File: config.mk
export PLATFORM = sky130hd
export DESIGN_NAME = pip_cell
export DESIGN_NICKNAME = d
export VERILOG_FILES = /design/src/rtl/core/pip_pkg.sv /design/src/rtl/core/pip_cell.sv
export SDC_FILE = /design/constraint.sdc
export NUM_CORES = 2
export LEC_CHECK = 0
export BUFFER_PORTS_ARGS = -buffer_cell sky130_fd_sc_hd__buf_4
export CAP_MARGIN = 20
export CORE_ASPECT_RATIO = 1.5
export CORE_MARGIN = 1
export CORE_UTILIZATION = 45
export DETAILED_ROUTE_END_ITERATION = 8
export GPL_ROUTABILITY_DRIVEN = 0
export PLACE_DENSITY = 0.71
export SLEW_MARGIN = 20
export SYNTH_ARGS = -nofsm -noshare
export SYNTH_HDL_FRONTEND = slang
export SYNTH_SLANG_ARGS = --single-unit
File: constraint.sdc
create_clock -name clk_i -period 9.4 [get_ports clk_i]
set_input_delay 0.94 -clock clk_i [delete_from_list [all_inputs] [get_ports clk_i]]
set_output_delay 0.94 -clock clk_i [all_outputs]
set_load 0.1 [all_outputs]
File: src/rtl/core/pip_pkg.sv
package pip_pkg;

  // Widths of the request fields on the ports.
  localparam int ReqW   = 2;
  localparam int FieldW = 16;

  // Request codes.
  localparam logic [ReqW-1:0] REQ_CLEAR  = 2'd0;
  localparam logic [ReqW-1:0] REQ_APPEND = 2'd1;
  localparam logic [ReqW-1:0] REQ_TEST   = 2'd2;
  localparam logic [ReqW-1:0] REQ_UNUSED = 2'd3;

  // A test on a polygon with fewer than this many vertices reports too few vertices.
  localparam int MinVertices = 2;

  // Control bits that travel with every request that enters the cell row.
  typedef struct packed {
    logic valid;    // slot holds a request
    logic is_test;  // 1: test point, 0: append vertex
    logic few;      // polygon had too few vertices when the test was accepted
    logic ovf;      // overflow flag sampled when the test was accepted
    logic parity;   // running crossing parity
  } pip_ctrl_t;

endpackage

File: src/rtl/core/pip_cell.sv
// One edge of the polygon. The cell at position INDEX holds edge v[INDEX-1] -> v[INDEX];
// cell 0 holds the closing edge v[n-1] -> v[0]. Two register stages: products, then sign.
module pip_cell #(
  parameter int CW    = 16,
  parameter int CNTW  = 6,
  parameter int INDEX = 0
) (
  input  logic                clk_i,
  input  logic                rst_ni,
  input  logic                en_i,
  input  pip_pkg::pip_ctrl_t  ctrl_i,
  input  logic signed [CW-1:0] x_i,
  input  logic signed [CW-1:0] y_i,
  input  logic [CNTW-1:0]     n_i,
  output pip_pkg::pip_ctrl_t  ctrl_o,
  output logic signed [CW-1:0] x_o,
  output logic signed [CW-1:0] y_o,
  output logic [CNTW-1:0]     n_o
);

  localparam int PW = 2 * CW + 2;
  localparam int TW = 2 * CW + 3;

  // Edge endpoints, written by append requests as they pass.
  logic signed [CW-1:0] ax_q, ay_q, bx_q, by_q;

  logic is_append, wr_a, wr_b, active, straddle;
  logic signed [CW:0] dxp, dyab, dxab, dypb;
  logic signed [PW-1:0] p1_d, p2_d;

  pip_pkg::pip_ctrl_t ctrl1_q, ctrl1_d, ctrl2_q, ctrl2_d;
  logic signed [CW-1:0] x1_q, y1_q, x2_q, y2_q;
  logic [CNTW-1:0] n1_q, n2_q;
  logic signed [PW-1:0] p1_q, p2_q;
  logic hit_q, hit_d, neg_q, neg_d;

  logic signed [TW-1:0] t;
  logic toggle;

  assign is_append = ctrl_i.valid && !ctrl_i.is_test;
  assign wr_b      = is_append && (n_i == CNTW'(INDEX));
  // Cell 0 always tracks the most recent vertex as the start of the closing edge.
  assign wr_a      = is_append && ((INDEX == 0) || (n_i == CNTW'(INDEX - 1)));

  assign active   = ctrl_i.valid && ctrl_i.is_test && !ctrl_i.few && (CNTW'(INDEX) < n_i);
  assign straddle = ((by_q <= y_i) && (y_i < ay_q)) || ((ay_q <= y_i) && (y_i < by_q));

  assign dxp  = {x_i[CW-1], x_i} - {bx_q[CW-1], bx_q};
  assign dyab = {ay_q[CW-1], ay_q} - {by_q[CW-1], by_q};
  assign dxab = {ax_q[CW-1], ax_q} - {bx_q[CW-1], bx_q};
  assign dypb = {y_i[CW-1], y_i} - {by_q[CW-1], by_q};

  assign p1_d  = dxp * dyab;
  assign p2_d  = dxab * dypb;
  assign hit_d = active && straddle;
  assign neg_d = ay_q < by_q;

  always_comb begin
    ctrl1_d = ctrl_i;
  end

  // Stage two: signed cross term; a negative normalized term flips the parity.
  assign t      = {p1_q[PW-1], p1_q} - {p2_q[PW-1], p2_q};
  assign toggle = hit_q && (neg_q ? (!t[TW-1] && (t != '0)) : t[TW-1]);

  always_comb begin
    ctrl2_d        = ctrl1_q;
    ctrl2_d.parity = ctrl1_q.parity ^ toggle;
  end

  always_ff @(posedge clk_i or negedge rst_ni) begin
    if (!rst_ni) begin
      ctrl1_q <= '0;
      ctrl2_q <= '0;
    end else if (en_i) begin
      ctrl1_q <= ctrl1_d;
      ctrl2_q <= ctrl2_d;
    end
  end

  always_ff @(posedge clk_i) begin
    if (en_i) begin
      x1_q  <= x_i;
      y1_q  <= y_i;
      n1_q  <= n_i;
      p1_q  <= p1_d;
      p2_q  <= p2_d;
      hit_q <= hit_d;
      neg_q <= neg_d;
      x2_q  <= x1_q;
      y2_q  <= y1_q;
      n2_q  <= n1_q;
    end
  end

  always_ff @(posedge clk_i) begin
    if (en_i && wr_a) begin
      ax_q <= x_i;
      ay_q <= y_i;
    end
    if (en_i && wr_b) begin
      bx_q <= x_i;
      by_q <= y_i;
    end
  end

  assign ctrl_o = ctrl2_q;
  assign x_o    = x2_q;
  assign y_o    = y2_q;
  assign n_o    = n2_q;

endmodule
# == After elaboration in Yosys (flattened, before gate mapping) ==
# Cells that the tools add are included.
# classes
muxes,1
addsub,5
mul,2
magnitude_cmp,6
bitwise_logic,1
n_reduce_logical,18
# ops
op,count
17-bit by 17-bit multiplier with 34-bit output,2
16-bit by 16-bit subtractor with 17-bit output,4
16-bit < comparator,3
35-bit nonzero test,1
34-bit by 34-bit subtractor with 35-bit output,1
16-bit less-or-equal comparator,2
1-bit logical AND,12
6-bit zero test,1
1-bit by 6-bit < comparator with 1-bit output (first input constant),1
1-bit zero test,3
1-bit logical OR,1
1-bit two-way mux,1
1-bit bitwise XOR,1
# word_totals
word_cells,57
output_inout_bits,43
register_bits,220

# == Longest topological paths before layout ==
# depth
ltp_word,6
depth_mapped,38
ltp_nobuf,37

# == Worst setup path after synthesis ==
# Ideal clock, no wire load.
# synth_timing
kind,in2reg
start,input port x_i[0]
end,"register p1_q[32], data pin"
stages,37
t_arrival_ns,8.755
required_time_ns,9.142
path_buffers,1
path_slack_ns,0.387
cell_sequence,inv_1 -> ha_1 -> fa_1 -> nor2b_1 -> o21ai_0 -> a21boi_0 -> o21ai_0 -> a21oi_1 -> a31oi_1 -> a2111oi_0 -> o21a_1 -> o21ai_0 -> a31oi_1 -> clkbuf_1 -> nor2_1 -> fa_1 -> inv_1 -> fa_1 -> inv_1 -> fa_1 -> fa_1 -> fa_1 -> inv_1 -> fa_1 -> inv_1 -> ha_1 -> a21o_1 -> nand2_1 -> nand2b_1 -> a21oi_1 -> o21a_1 -> nor2_1 -> nor2_1 -> a21oi_1 -> a2111o_1 -> a21oi_1 -> xnor2_1
# synth_between
elab_chain_len,2
# synth_lines
element,line,rtl
from (decl),pip_cell.sv:12,"input logic signed [CW-1:0] x_i,"
16-bit by 16-bit subtractor with 17-bit output,pip_cell.sv:48,"assign dxp = {x_i[CW-1], x_i} - {bx_q[CW-1], bx_q};"
17-bit by 17-bit multiplier with 34-bit output,pip_cell.sv:53,assign p1_d = dxp * dyab;
named net p1_d[32],pip_cell.sv:29,"logic signed [PW-1:0] p1_d, p2_d;"
to (signal assigned),pip_cell.sv:86,p1_q <= p1_d;
to (decl),pip_cell.sv:34,"logic signed [PW-1:0] p1_q, p2_q;"
# The timed path passes the listed nets, and every way through them passes these cells.
# A chain may end at the register's enable or synchronous reset.

# == Final worst setup path ==
# layout_timing
start,register ax_q[0]
end,"register p2_q[32], data pin"
# layout_between
elab_chain_len,2
# layout_lines
element,line,rtl
from (decl),pip_cell.sv:25,"logic signed [CW-1:0] ax_q, ay_q, bx_q, by_q;"
from (signal assigned),pip_cell.sv:98,ax_q <= x_i;
16-bit by 16-bit subtractor with 17-bit output,pip_cell.sv:50,"assign dxab = {ax_q[CW-1], ax_q} - {bx_q[CW-1], bx_q};"
17-bit by 17-bit multiplier with 34-bit output,pip_cell.sv:54,assign p2_d = dxab * dypb;
named net p2_d[32],pip_cell.sv:29,
to (signal assigned),pip_cell.sv:87,p2_q <= p2_d;
to (decl),pip_cell.sv:34,
# The timed path passes the listed nets, and every way through them passes these cells.

==> flow_summary.ini <==
[outcome]
status = finished clean

[global_route]
grt_pass1_vias = 27200
grt_max_degree = 62
grt_overflow = 0
antenna_found_initial = 1
grtUsageTotal_pct = 25.5
grt_pass1_wl_mm = 147

[cells_and_area]
nFillCells = 6749
num_antenna_cells = 0
multi_input_area_mm2 = 0.0241
drive_above_1_share_pct = 11.8
area_delta_synth_final_pct = 13.0
final_cells = 4732
layout.area.seq_mm2 = 0.00656
nets = 4649
final_core_util_pct = 51.5

[cts]
cts_max_level = 1
cts_buffer_depth = 3
cts_tree = done
clkTransAtPathRegs_ns = 0.08
cts.sinks = 220
cts_buffers = 25
holdBufCountCts = 0
clock_latency_ns = 0.58
root_buffer = clkbuf_16

[drt]
drc = 0
avgViaCountPerCell = 5.39
num_vias = 25500
ant_nets = 0
wl_mm = 93.9
wl_per_cell_um = 19.8
drt-initial-drc-count = 1838
first_pass_iters = 7

[setup_path]
cp_num_buf_inv = 10
critPathRequiredTime_ns = 9.74
crit_family = adder cells
setup.worst_path.class = reg -> reg
slowest_delay_ns = 0.53
cp_slowest_cell = fa_1
cp-end-kind = flop
path_max_fanout = 4
critPathLaunchType = flop
cp_data_arrival_time_ns = 9.35

[synthesis]
ys_warn_count = 0
async_flop_share_pct = 4.55
syn-num-nets = 4377
synthesis.area_per_instance_um2 = 9.75
ys_ff_latch = 220
yosys-top-cells-count = 732 x inv_1, 597 x fa_1, 357 x nand2_1
synth.most_common_cell = inv_1
synth_top_cell_area_share_pct = 35.5
synthCells = 3450
synth_top_area_cell = fa_1
synth.area.top_cells = fa_1 36%, edfxtp_1 19%, ha_1 11%
synth_ff_type = edfxtp_1
synth-edff-count = 210
syn_area_mm2 = 0.0336
seq_area_frac_synth_pct = 19.5
synth_cell_types = 80

[min_path]
hp-class = in -> async

[floorplan]
die_area_mm2 = 0.0759
initial_core_util_pct = 45.5
core_area_mm2 = 0.0739
fp.dieW_um = 225
rows = 122
fp.dieH_um = 337
io_pins = 89

[timing]
fmaxAchievable_ghz = 0.111
fin_skew_ns = 0.0478
relSlewSlack_pct = 27.3
fin_crit_sh_pct = 95.9
finalSetupTns_ns = 0
slew_violations = 0
worst_pin_slew_ns = 1.08
rsz0062_at_grt = yes
finalHoldViolations = 0
period_needed_ns = 9.01
finalSetupViolations = 0
finalWorstSetupSlack_ns = 0.387

[placement]
pre_cts_ws_ns = -0.291
place_hpwl_mm = 80.2
dp.cells = 4685
io_buffers = 88

[job]
drv_cap = 0
worst paths after layout:
path / start / to / slack (ns) / depth (start not counted)
setup / recovery: ax_q[0] / p2_q[32] / 0.39 / 39
hold / removal: rst_ni / ctrl_o[3] / 0.19 / 1
setup reg to reg: ax_q[0] / p2_q[32] / 0.39 / 39
hold reg to reg: x1_q[2] / x_o[2] / 0.42 / 0
max in group asynchronous: rst_ni / ctrl1_q[3] / 9.03 / 1
min in group clk_i: x1_q[2] / x_o[2] / 0.42 / 0
flip-flops by register name, indices dropped and copies added, names as in the netlist, 6 cells and up:
name	cells
p1_q	34
p2_q	34
ax_q	16
ay_q	16
bx_q	16
by_q	16
x1_q	16
x_o	16
y1_q	16
y_o	16
n1_q	6
n_o	6
through the flow:
step	hold slack, ns	cell area [um^2]
CTS	0.182	37900
floorplan	0.400	33600
detailed placement	0.405	37100
global route	0.193	38000
global placement	0.400	37100
finish	0.190	38000
cell type report:
type / instances / share of cell area (%)
flip-flops and latches: 220 / 17.2
clock inverters: 16 / 0.392
inverters: 732 / 7.23
well taps: 992 / 3.27
multi-input cells: 2413 / 63.4
repair buffers: 330 / 6.76
clock buffers: 29 / 1.74
kinds of logic after synthesis:
group | share of synthesized area [%]
xor+xnor | 3.91
simple gates | 13.3
fa+ha+maj | 46.1
flops | 19.5
compound gates | 7.47
mux | 0.554
buf+inv | 9.16
layer usage:
layer,part of all wire (%),GRT usage (%)
met5,0.013,0
met4,7.6,17.0
met3,5.9,3.07
met2,51,45.2
met1,36,28.8
placed cells by master (no fill, tap or decap), types with 62 or more instances in the layout:
| master | instances |
|---|---|
| a21oi_1 | 102 |
| buf_4 | 322 |
| edfxtp_1 | 210 |
| fa_1 | 597 |
| ha_1 | 284 |
| inv_1 | 732 |
| nand2_1 | 356 |
| nor2_1 | 312 |
| nor2b_1 | 62 |
| o21ai_0 | 67 |
| xnor2_1 | 100 |
repair_timing:
item                       CTS  global route
resized for setup            0            21
buffers inserted             0             2
setup endpoints to repair    0            19
Power is not shown: default switching activity piles up to over one toggle a cycle in this logic, so the estimate is an artifact.
